**config.mk**
```make
export PLATFORM = sky130hd
export DESIGN_NAME = linear_interp_upsampler
export DESIGN_NICKNAME = d
export VERILOG_FILES = /design/src/design/liu_pkg.sv /design/src/design/liu_divider.sv /design/src/design/linear_interp_upsampler.sv
export SDC_FILE = /design/constraint.sdc
export NUM_CORES = 1
export LEC_CHECK = 0
export ABC_AREA = 1
export BUFFER_PORTS_ARGS = -buffer_cell sky130_fd_sc_hd__buf_2
export CORE_UTILIZATION = 65
export DETAILED_ROUTE_END_ITERATION = 8
export MAX_ROUTING_LAYER = met4
export PLACE_DENSITY = 0.84
export SYNTH_ARGS = -nofsm -noshare
export SYNTH_HDL_FRONTEND = slang
export SYNTH_SLANG_ARGS = --single-unit
```
**constraint.sdc**
```tcl
create_clock -name clock -period 10.2 [get_ports clock]
set_input_delay 2.04 -clock clock [delete_from_list [all_inputs] [get_ports clock]]
set_output_delay 2.04 -clock clock [all_outputs]
set_load 0.01 [all_outputs]
```
**src/design/liu_pkg.sv**
```systemverilog
// Shared types and constants for the linear interpolation upsampler.
package liu_pkg;

   localparam int SAMPLE_BITS = 16;
   localparam int FACTOR_BITS = 5;
   localparam logic [FACTOR_BITS-1:0] UP_FACTOR_RESET = FACTOR_BITS'(3);

   typedef struct packed {
      logic signed [SAMPLE_BITS-1:0] sample;
      logic                          stream_start;
   } req_type;

   typedef struct packed {
      logic signed [SAMPLE_BITS-1:0] left_sample;
      logic signed [SAMPLE_BITS-1:0] right_sample;
      logic                          last;
   } rsp_type;

endpackage

```
**src/design/liu_divider.sv**
```systemverilog
// Restoring divider, one quotient bit per cycle, SAMPLE_BITS-bit quotient.
module liu_divider #(
   parameter int DIVIDEND_BITS = 23,
   parameter int DIVISOR_BITS  = 6
) (
   input  logic                                clock,
   input  logic                                reset,
   input  logic                                start,
   input  logic [DIVIDEND_BITS-1:0]            dividend,
   input  logic [DIVISOR_BITS-1:0]             divisor,
   output logic                                done,
   output logic [liu_pkg::SAMPLE_BITS-1:0]     quotient
);
   import liu_pkg::*;

   localparam int CW = (SAMPLE_BITS > 1) ? $clog2(SAMPLE_BITS) : 1;

   logic [DIVIDEND_BITS-1:0] rem_ff, rem_in;
   logic [DIVIDEND_BITS-1:0] dsh_ff, dsh_in;
   logic [SAMPLE_BITS-1:0]   quo_ff, quo_in;
   logic [CW-1:0]            cnt_ff, cnt_in;
   logic                     busy_ff, busy_in;
   logic                     done_ff, done_in;
   logic                     fits;

   always_comb begin
      rem_in  = rem_ff;
      dsh_in  = dsh_ff;
      quo_in  = quo_ff;
      cnt_in  = cnt_ff;
      busy_in = busy_ff;
      done_in = 1'b0;
      fits    = (rem_ff >= dsh_ff);
      if (start) begin
         rem_in  = dividend;
         dsh_in  = DIVIDEND_BITS'(divisor) << (SAMPLE_BITS - 1);
         cnt_in  = CW'(SAMPLE_BITS - 1);
         busy_in = 1'b1;
      end else if (busy_ff) begin
         if (fits) begin
            rem_in = rem_ff - dsh_ff;
         end
         quo_in = {quo_ff[SAMPLE_BITS-2:0], fits};
         dsh_in = dsh_ff >> 1;
         cnt_in = cnt_ff - CW'(1);
         if (cnt_ff == '0) begin
            busy_in = 1'b0;
            done_in = 1'b1;
         end
      end
   end

   always_ff @(posedge clock) begin
      if (reset) begin
         busy_ff <= 1'b0;
         done_ff <= 1'b0;
      end else begin
         busy_ff <= busy_in;
         done_ff <= done_in;
      end
      rem_ff <= rem_in;
      dsh_ff <= dsh_in;
      quo_ff <= quo_in;
      cnt_ff <= cnt_in;
   end

   assign done     = done_ff;
   assign quotient = quo_ff;

   // no restart while a division runs
   a_no_restart: assert property (@(posedge clock) disable iff (reset)
      start |-> !busy_ff) else $error("divider restarted while busy");
   // last iteration raises done next cycle
   a_done_follows: assert property (@(posedge clock) disable iff (reset)
      (busy_ff && !start && cnt_ff == '0) |=> done_ff) else $error("done missing");
   a_done_idle: assert property (@(posedge clock) disable iff (reset)
      done_ff |-> !busy_ff) else $error("done while busy");

endmodule

```
**src/design/linear_interp_upsampler.sv**
```systemverilog
// Top level: linear interpolation upsampler, mono in, duplicated stereo out.
// Each result passes through the PREP, DIVIDE and PUBLISH states to the output register; PUBLISH
// waits while that register is full. Items are taken only in IDLE, so a new item waits until all F
// results of the last item (F = saturated factor), all from the single serial divider, are out.
// Synchronous active-high reset: factor 3, previous sample 0, no sample seen.
module linear_interp_upsampler #(
   parameter int MAX_FACTOR = 16
) (
   input  logic                                 clock,
   input  logic                                 reset,
   input  logic                                 req_valid,
   output logic                                 req_ready,
   input  liu_pkg::req_type                     req_payload,
   output logic                                 rsp_valid,
   input  logic                                 rsp_ready,
   output liu_pkg::rsp_type                     rsp_payload,
   input  logic                                 csr_valid,
   output logic                                 csr_ready,
   input  logic [liu_pkg::FACTOR_BITS-1:0]      csr_data
);
   import liu_pkg::*;

   // f fits 0..MAX_FACTOR; accumulator holds (F-k)*a + k*b with sign
   localparam int FW = (MAX_FACTOR > 1) ? $clog2(MAX_FACTOR + 1) : 1;
   localparam int NW = SAMPLE_BITS + FW + 1;
   localparam int DW = NW + 1;
   localparam int DV = FW + 1;

   typedef enum logic [1:0] {
      IDLE,
      PREP,
      DIVIDE,
      PUBLISH
   } state_type;

   state_type                     state_ff, state_in;
   logic [FACTOR_BITS-1:0]        up_factor_ff, up_factor_in;
   logic signed [SAMPLE_BITS-1:0] prev_sample_ff, prev_sample_in;
   logic                          have_prev_ff, have_prev_in;
   logic [FW-1:0]                 f_ff, f_in;
   logic [FW-1:0]                 k_ff, k_in;
   logic signed [NW-1:0]          num_ff, num_in;
   logic signed [SAMPLE_BITS:0]   diff_ff, diff_in;
   logic                          neg_ff, neg_in;
   logic                          rsp_valid_ff, rsp_valid_in;
   rsp_type                       rsp_payload_ff, rsp_payload_in;

   logic [FW-1:0]                 f_sat;
   logic [NW-1:0]                 mag;
   logic [DW-1:0]                 dividend;
   logic [DV-1:0]                 divisor;
   logic                          div_start;
   logic                          div_done;
   logic [SAMPLE_BITS-1:0]        quotient;
   logic [SAMPLE_BITS-1:0]        result;
   logic                          is_last;
   logic                          req_fire;
   logic                          rsp_fire;

   assign req_ready = (state_ff == IDLE);
   assign csr_ready = 1'b1;
   assign req_fire  = req_valid && req_ready;
   assign rsp_fire  = rsp_valid_ff && rsp_ready;

   // factors above the maximum saturate
   always_comb begin
      if (int'(up_factor_ff) > MAX_FACTOR) begin
         f_sat = FW'(MAX_FACTOR);
      end else begin
         f_sat = FW'(up_factor_ff);
      end
   end

   // rounding half away from zero: q = (2|num| + F) / 2F, sign put back after
   assign mag      = num_ff[NW-1] ? NW'(-num_ff) : NW'(num_ff);
   assign dividend = {mag, 1'b0} + DW'(f_ff);
   assign divisor  = {f_ff, 1'b0};
   assign result   = neg_ff ? (~quotient + SAMPLE_BITS'(1)) : quotient;
   assign is_last  = (k_ff == f_ff - FW'(1));
   assign div_start = (state_ff == PREP);

   liu_divider #(
      .DIVIDEND_BITS (DW),
      .DIVISOR_BITS  (DV)
   ) u_divider (
      .clock    (clock),
      .reset    (reset),
      .start    (div_start),
      .dividend (dividend),
      .divisor  (divisor),
      .done     (div_done),
      .quotient (quotient)
   );

   always_comb begin
      state_in       = state_ff;
      up_factor_in   = up_factor_ff;
      prev_sample_in = prev_sample_ff;
      have_prev_in   = have_prev_ff;
      f_in           = f_ff;
      k_in           = k_ff;
      num_in         = num_ff;
      diff_in        = diff_ff;
      neg_in         = neg_ff;
      rsp_payload_in = rsp_payload_ff;
      rsp_valid_in   = rsp_fire ? 1'b0 : rsp_valid_ff;

      if (csr_valid && csr_ready) begin
         up_factor_in = csr_data;
      end

      case (state_ff)
         IDLE: begin
            if (req_fire) begin
               // every item becomes the new previous sample
               prev_sample_in = req_payload.sample;
               have_prev_in   = 1'b1;
               if (!req_payload.stream_start && have_prev_ff && f_sat != '0) begin
                  f_in     = f_sat;
                  k_in     = '0;
                  num_in   = NW'($signed({1'b0, f_sat})) * NW'(prev_sample_ff);
                  diff_in  = $signed({req_payload.sample[SAMPLE_BITS-1],
                                      req_payload.sample})
                           - $signed({prev_sample_ff[SAMPLE_BITS-1], prev_sample_ff});
                  state_in = PREP;
               end
            end
         end
         PREP: begin
            neg_in   = num_ff[NW-1];
            state_in = DIVIDE;
         end
         DIVIDE: begin
            if (div_done) begin
               state_in = PUBLISH;
            end
         end
         PUBLISH: begin
            // the quotient holds in the divider until the output register frees
            if (!rsp_valid_ff || rsp_ready) begin
               rsp_payload_in.left_sample  = result;
               rsp_payload_in.right_sample = result;
               rsp_payload_in.last         = is_last;
               rsp_valid_in                = 1'b1;
               if (is_last) begin
                  state_in = IDLE;
               end else begin
                  num_in   = num_ff + NW'(diff_ff);
                  k_in     = k_ff + FW'(1);
                  state_in = PREP;
               end
            end
         end
         default: begin
            state_in = IDLE;
         end
      endcase
   end

   always_ff @(posedge clock) begin
      if (reset) begin
         state_ff       <= IDLE;
         up_factor_ff   <= UP_FACTOR_RESET;
         prev_sample_ff <= '0;
         have_prev_ff   <= 1'b0;
         rsp_valid_ff   <= 1'b0;
      end else begin
         state_ff       <= state_in;
         up_factor_ff   <= up_factor_in;
         prev_sample_ff <= prev_sample_in;
         have_prev_ff   <= have_prev_in;
         rsp_valid_ff   <= rsp_valid_in;
      end
      f_ff           <= f_in;
      k_ff           <= k_in;
      num_ff         <= num_in;
      diff_ff        <= diff_in;
      neg_ff         <= neg_in;
      rsp_payload_ff <= rsp_payload_in;
   end

   assign rsp_valid   = rsp_valid_ff;
   assign rsp_payload = rsp_payload_ff;

   // result index stays inside the run while a run is in progress
   a_k_in_run: assert property (@(posedge clock) disable iff (reset)
      (state_ff != IDLE) |-> (k_ff < f_ff)) else $error("result index past run");
   // both channels always carry the same value
   a_dup: assert property (@(posedge clock) disable iff (reset)
      rsp_valid_ff |-> (rsp_payload_ff.left_sample == rsp_payload_ff.right_sample))
      else $error("left and right differ");
   // divider only finishes while the sequencer waits on it
   a_done_when_wait: assert property (@(posedge clock) disable iff (reset)
      div_done |-> (state_ff == DIVIDE)) else $error("unexpected divider done");
   // a run starts at the first result
   a_run_start: assert property (@(posedge clock) disable iff (reset)
      (state_ff == IDLE && state_in == PREP) |=> (k_ff == '0))
      else $error("run did not start at index zero");

endmodule
```
---- After elaboration in Yosys (flattened, before gate mapping) ----
Cells that the tools add are included.
operators by class
  multiplexer cells ....................... 31
  $lt $le $gt $ge ......................... 2
  reduce and logical (&&, ||, !) cells .... 21
  multipliers ............................. 1
  bitwise gates (word level) .............. 3
  equal/unequal tests ..................... 9
  $add $sub $neg .......................... 9
operators with widths
  operator                                                count
  2-to-1 mux 22 bit                                       5
  2-to-1 mux 23 bit                                       3
  one-hot mux 22 bit (2 select lines)                     1
  2-to-1 mux 21 bit                                       2
  2-to-1 mux 5 bit                                        5
  adder 23 x 5 -> 23 bit                                  1
  greater-or-equal comparator 23 x 21 -> 1 bit            1
  subtractor 23 x 21 -> 23 bit                            1
  adder 22 x 17 -> 22 bit                                 1
  multiplier 6 x 16 -> 22 bit                             1
  negator 22 bit                                          1
  subtractor 16 x 16 -> 17 bit                            1
  adder 16 x 1 -> 16 bit (second input constant)          1
  2-to-1 mux 16 bit                                       1
  NOT 16 bit                                              1
  one-hot mux 5 bit (2 select lines)                      1
  2-to-1 mux 1 bit                                        8
  2-to-1 mux 2 bit                                        4
  one-hot mux 2 bit (4 select lines)                      1
  AND reduction 2 bit                                     4
  inequality test 2 x 1 -> 1 bit (second input constant)  3
  nonzero test 2 bit                                      3
  adder 5 x 1 -> 5 bit (second input constant)            1
  == test 5 bit                                           1
  17 further kinds                                        24
storage, ports and cells
  input bits .............................. 27
  word-level logic and storage cells ...... 95
  output and inout port bits .............. 36
  register bits after elaboration ......... 158

---- Depth between registers and ports, before layout ----
  depth after elaboration ................. 7
  mapped depth ............................ 24
  gate-level depth less buffers ........... 22

---- By module ----
Synthesis repeated with hierarchy kept, for this count alone.
unflattened totals
  cells, all modules ...................... 1888
  area, all modules ....................... 14076.0 µm²
by module, submodules not included
  module                   seq. area each (µm²)  area each (µm²)  cells each  instances
  linear_interp_upsampler  2512.4                9932.0           1331        1
  liu_divider              1771.7                4144.0           557         1

---- Worst setup path after synthesis ----
OpenSTA, ideal clock, no wires.
  path type ............................... register to register
  start ................................... reg up_factor_ff[4]
  end ..................................... reg num_ff[13] (data pin)
  buffers on the path ..................... 2
  data arrival time ....................... 4264 ps
  clock period less this slack ............ 4522 ps
  stages on the path, launching flop included .. 25
  data required time ...................... 9942 ps
  path slack .............................. 5678 ps
  setup time .............................. 258 ps
  cell sequence ........................... dfxtp_1 buf_2 inv_1 a31oi_1 nor2_1 inv_1 clkbuf_1 nor2_1 fa_1 inv_1 fa_1 fa_1 inv_1 ha_1 nand2_1 nand2_1 o21ai_0 o21ai_1 inv_1 o21ai_2 inv_1 o21ai_0 a21oi_1 o21ai_0 nand2_1
on the way
  cells in the longest elaborated chain, start to end .. 6
ends and longest elaborated chain
  what                                 line                            text
  start: declaration                   linear_interp_upsampler.sv:37   logic [FACTOR_BITS-1:0] up_factor_ff, up_factor_in;
  start signal: assignment             linear_interp_upsampler.sv:169  up_factor_ff <= up_factor_in;
  > comparator 5 bit                   linear_interp_upsampler.sv:67   if (int'(up_factor_ff) > MAX_FACTOR) begin
  2-to-1 mux 5 bit                     linear_interp_upsampler.sv:67
  via f_sat[1]                         linear_interp_upsampler.sv:48   logic [FW-1:0] f_sat;
  multiplier 6 x 16 -> 22 bit          linear_interp_upsampler.sv:121  num_in = NW'($signed({1'b0, f_sat})) * NW'(prev_sample_ff);
  2-to-1 mux 22 bit                    linear_interp_upsampler.sv:118  if (!req_payload.stream_start && have_prev_ff && f_sat != '0) begin
  2-to-1 mux 22 bit                    linear_interp_upsampler.sv:114  if (req_fire) begin
  one-hot mux 22 bit (2 select lines)  linear_interp_upsampler.sv:112  case (state_ff)
  via num_in[13]                       linear_interp_upsampler.sv:42   logic signed [NW-1:0] num_ff, num_in;
  end signal: assignment               linear_interp_upsampler.sv:176  num_ff <= num_in;
  end: declaration                     linear_interp_upsampler.sv:42
The timed path passes the listed nets, and every way through them passes these cells. The select of a mux whose other input is x is not followed.
A chain may end at the register's enable or synchronous reset.

---- Worst setup path in the final report ----
  start ................................... reg up_factor_ff[4]
  end ..................................... reg num_ff[21] (data pin)
Same word-level chain as after synthesis.

==> out/results.ini <==
[run_status]
outcome=finished, final reports clean

[floorplanning]
die_h_um=146
rows=52
dieWidth_um=146
core-area_um2=20300
dieArea_um2=21300
start_util_pct=66.3
io_pins=63

[layout]
fin_util_pct=71.6
stdcell_count=2067
layout-drive-gt1-share_pct=8.96
insertedDiodeCount=0
fill_cells=1662
nNetsFinal=1976
syn2layout_area_growth_pct=7.89

[clock_network]
cts_tree=done
clock_latency_ns=0.45
postCtsHoldBufs=0
root_buffer=clkbuf_16
htree_levels=4
cts.sinks=158
cts_resized=0
clock_path_buffers=2
cts_setup_buffers=0
path_clk_slew_ns=0.08
cts_buffers=17

[synth]
synth_top_area_share_pct=24.8
synth_largest_area_cell=edfxtp_1
yosys-top-cells-area=edfxtp_1 (25%), ha_1 (10%), nand2_1 (8.7%), inv_1 (7.9%), fa_1 (7.9%)
syn_nets=1935
syn_inst=1743
post_synth_instance_area_um2=13500
synth-async-reset-ratio_pct=0
yosysMostFrequentCell=nand2_1
seq_area_frac_synth_pct=31.7
synth_ff_type=edfxtp_1
synth.distinct_cells=51
syn_avg_cell_area_um2=7.73
yosysWarnings=0
synth_enable_flop_cells=111
synth_commonest_cells=nand2_1 (311), inv_1 (284), nor2_1 (172)
synth-seq-cells=158

[global_routing]
grt_first_pass_wirelength_um=56400
grt-ovfl-total=0
grtUsageTotal_pct=34.7
grt_pass1_vias=11500
antenna_found_initial=0
grt_max_degree=42

[worst_hold_path]
min-delay-start=have_prev_ff
min_path_type=flip-flop to flip-flop
holdPathStages=2

[sta]
worst_pin_slew_ns=1.04
slew_headroom_pct=30.4
worst_clock_skew_ns=0.0147
rsz0062_at_grt=false
drv_slew=0
setup_ws_ns=4.88
finalCritPeriodShare_pct=52.2
fmax_ghz=0.188
final.setup.tns_ns=0
setup_viol=0
min_period_ns=5.32
timing.final.hold_violations=0

[routing]
drt_pass1_iterations=6
route.vias.total=11800
drc=0
viasPerCell=5.72
top_layer=met4
route.met3.wl_um=1830
drt_wl_total_um=34500
wire_per_inst_um=16.7
drtIter0Drc=689
wl_met2_um=17400
postRouteAntennaNets=0
wl_met1_um=14100

[pwr]
p_leak_nw=6.79
p_per_area_nw_per_um2=304
ir_drop_v=0.000141

[setup_path]
criticalPathCategory=flip-flop to flip-flop
startpoint=up_factor_ff[4]
crit_fanout=19
r2r_cells=21
cp_cell_sequence=inv_1, a31oi_1, nor2_1, inv_1, nor2_1, fa_1, inv_1, fa_1, fa_1, inv_1, ha_1, nand2_1, nand2_1, o21ai_0, o21ai_1, nand3_1, nand2_1, a21oi_1, or2_2, nand3_1, nand2_1
crit_path_start_kind=flip-flop
critical_path.endpoint_type=flip-flop
cp.required_ns=10.39
critPathSlowestCell=dfxtp_1
regToRegStartpoint=up_factor_ff[4]
slowest_delay_ns=0.77
cp.arrival_ns=5.52

[place]
place_ws_ns=4.93
portBuffers=61
gp_congestion=0.995
dp.cells=2035
dpl.hpwl_um=27100

[run]
cap_violations=0

==> stage by stage <==
step                power, mW  hold WS [ns]  instance area [µm²]
floorplan                3.04         0.428                13500
global placement         3.65         0.448                13900
detailed placement       3.71         0.462                13900
CTS                      4.39         0.480                14500
global route             4.78         0.504                14500
finish                   4.42         0.479                14500
==> cells by family after synthesis <==
kind of cell	count (synthesis)	synth area share (%)
AO/OA/AOI/OAI	362	14.7
XOR/XNOR	61	3.97
adder cells (fa/ha/maj)	165	18.3
flip-flops	158	31.7
buffers and inverters	339	10.1
other	1	0.0278
AND/OR/NAND/NOR	657	21.2
==> where the power goes <==
part           internal [mW]  switching, mW  leakage, nW
Sequential              1.00          0.168         1.42
Clock                  0.335          0.335        0.294
Combinational          0.854           1.73         5.08
==> area by class of cell <==
| class | count | area, µm² | share of cell area, % |
|---|---|---|---|
| clock buffer | 17 | 425 | 2.93 |
| clock inverter | 15 | 188 | 1.29 |
| inverter | 293 | 1100 | 7.58 |
| multi-input combinational | 1246 | 7850 | 54.0 |
| sequential | 158 | 4270 | 29.4 |
| tap | 270 | 338 | 2.33 |
| timing repair buffer | 68 | 358 | 2.46 |
==> placed cells by master (no fill, tap or decap), types with 36 or more instances in the layout <==
cell,synthesis,layout
o21ai_0,126,126
fa_1,53,53
dfxtp_1,47,47
buf_2,4,61
inv_1,284,284
a21oi_1,151,150
edfxtp_1,111,111
ha_1,112,112
xor2_1,36,36
nand3_1,74,74
nor2_1,172,171
nand2_1,311,311
==> critical path, delay by kind of cell, from the launching register on <==
family | cells | cell delay (ns)
AND/OR/NAND/NOR | 9 | 1.04
adder cells (fa/ha/maj) | 4 | 1.87
buffers and inverters | 4 | 0.63
AO/OA/AOI/OAI | 4 | 0.76
flip-flops | 1 | 0.77
==> registers in the layout, summed over array words and instances (netlist names), 2 cells and up <==
signal	cells
diff_ff	17
f_ff	5
k_ff	5
num_ff	22
prev_sample_ff	16
rsp_payload	17
state_ff	2
u_divider.cnt_ff	4
u_divider.dsh_ff	21
u_divider.quotient	16
u_divider.rem_ff	23
up_factor_ff	5
==> worst paths after layout <==
check,end,slack (ns)
worst max-delay path,num_ff[21],4.88
worst min-delay path,have_prev_ff,0.48
worst max register to register,num_ff[21],4.88
worst min register to register,have_prev_ff,0.48
==> per-layer routing <==
| metal | track usage, % | up-vias |
|---|---|---|
| met2 | 60.5 | 405 |
| met4 | 14.6 | 0 |
| li1 | - | 5843 |
| met3 | 4.70 | 84 |
| met1 | 40.0 | 5501 |
| met5 | - | - |
Power figures use the tool's default switching activity.
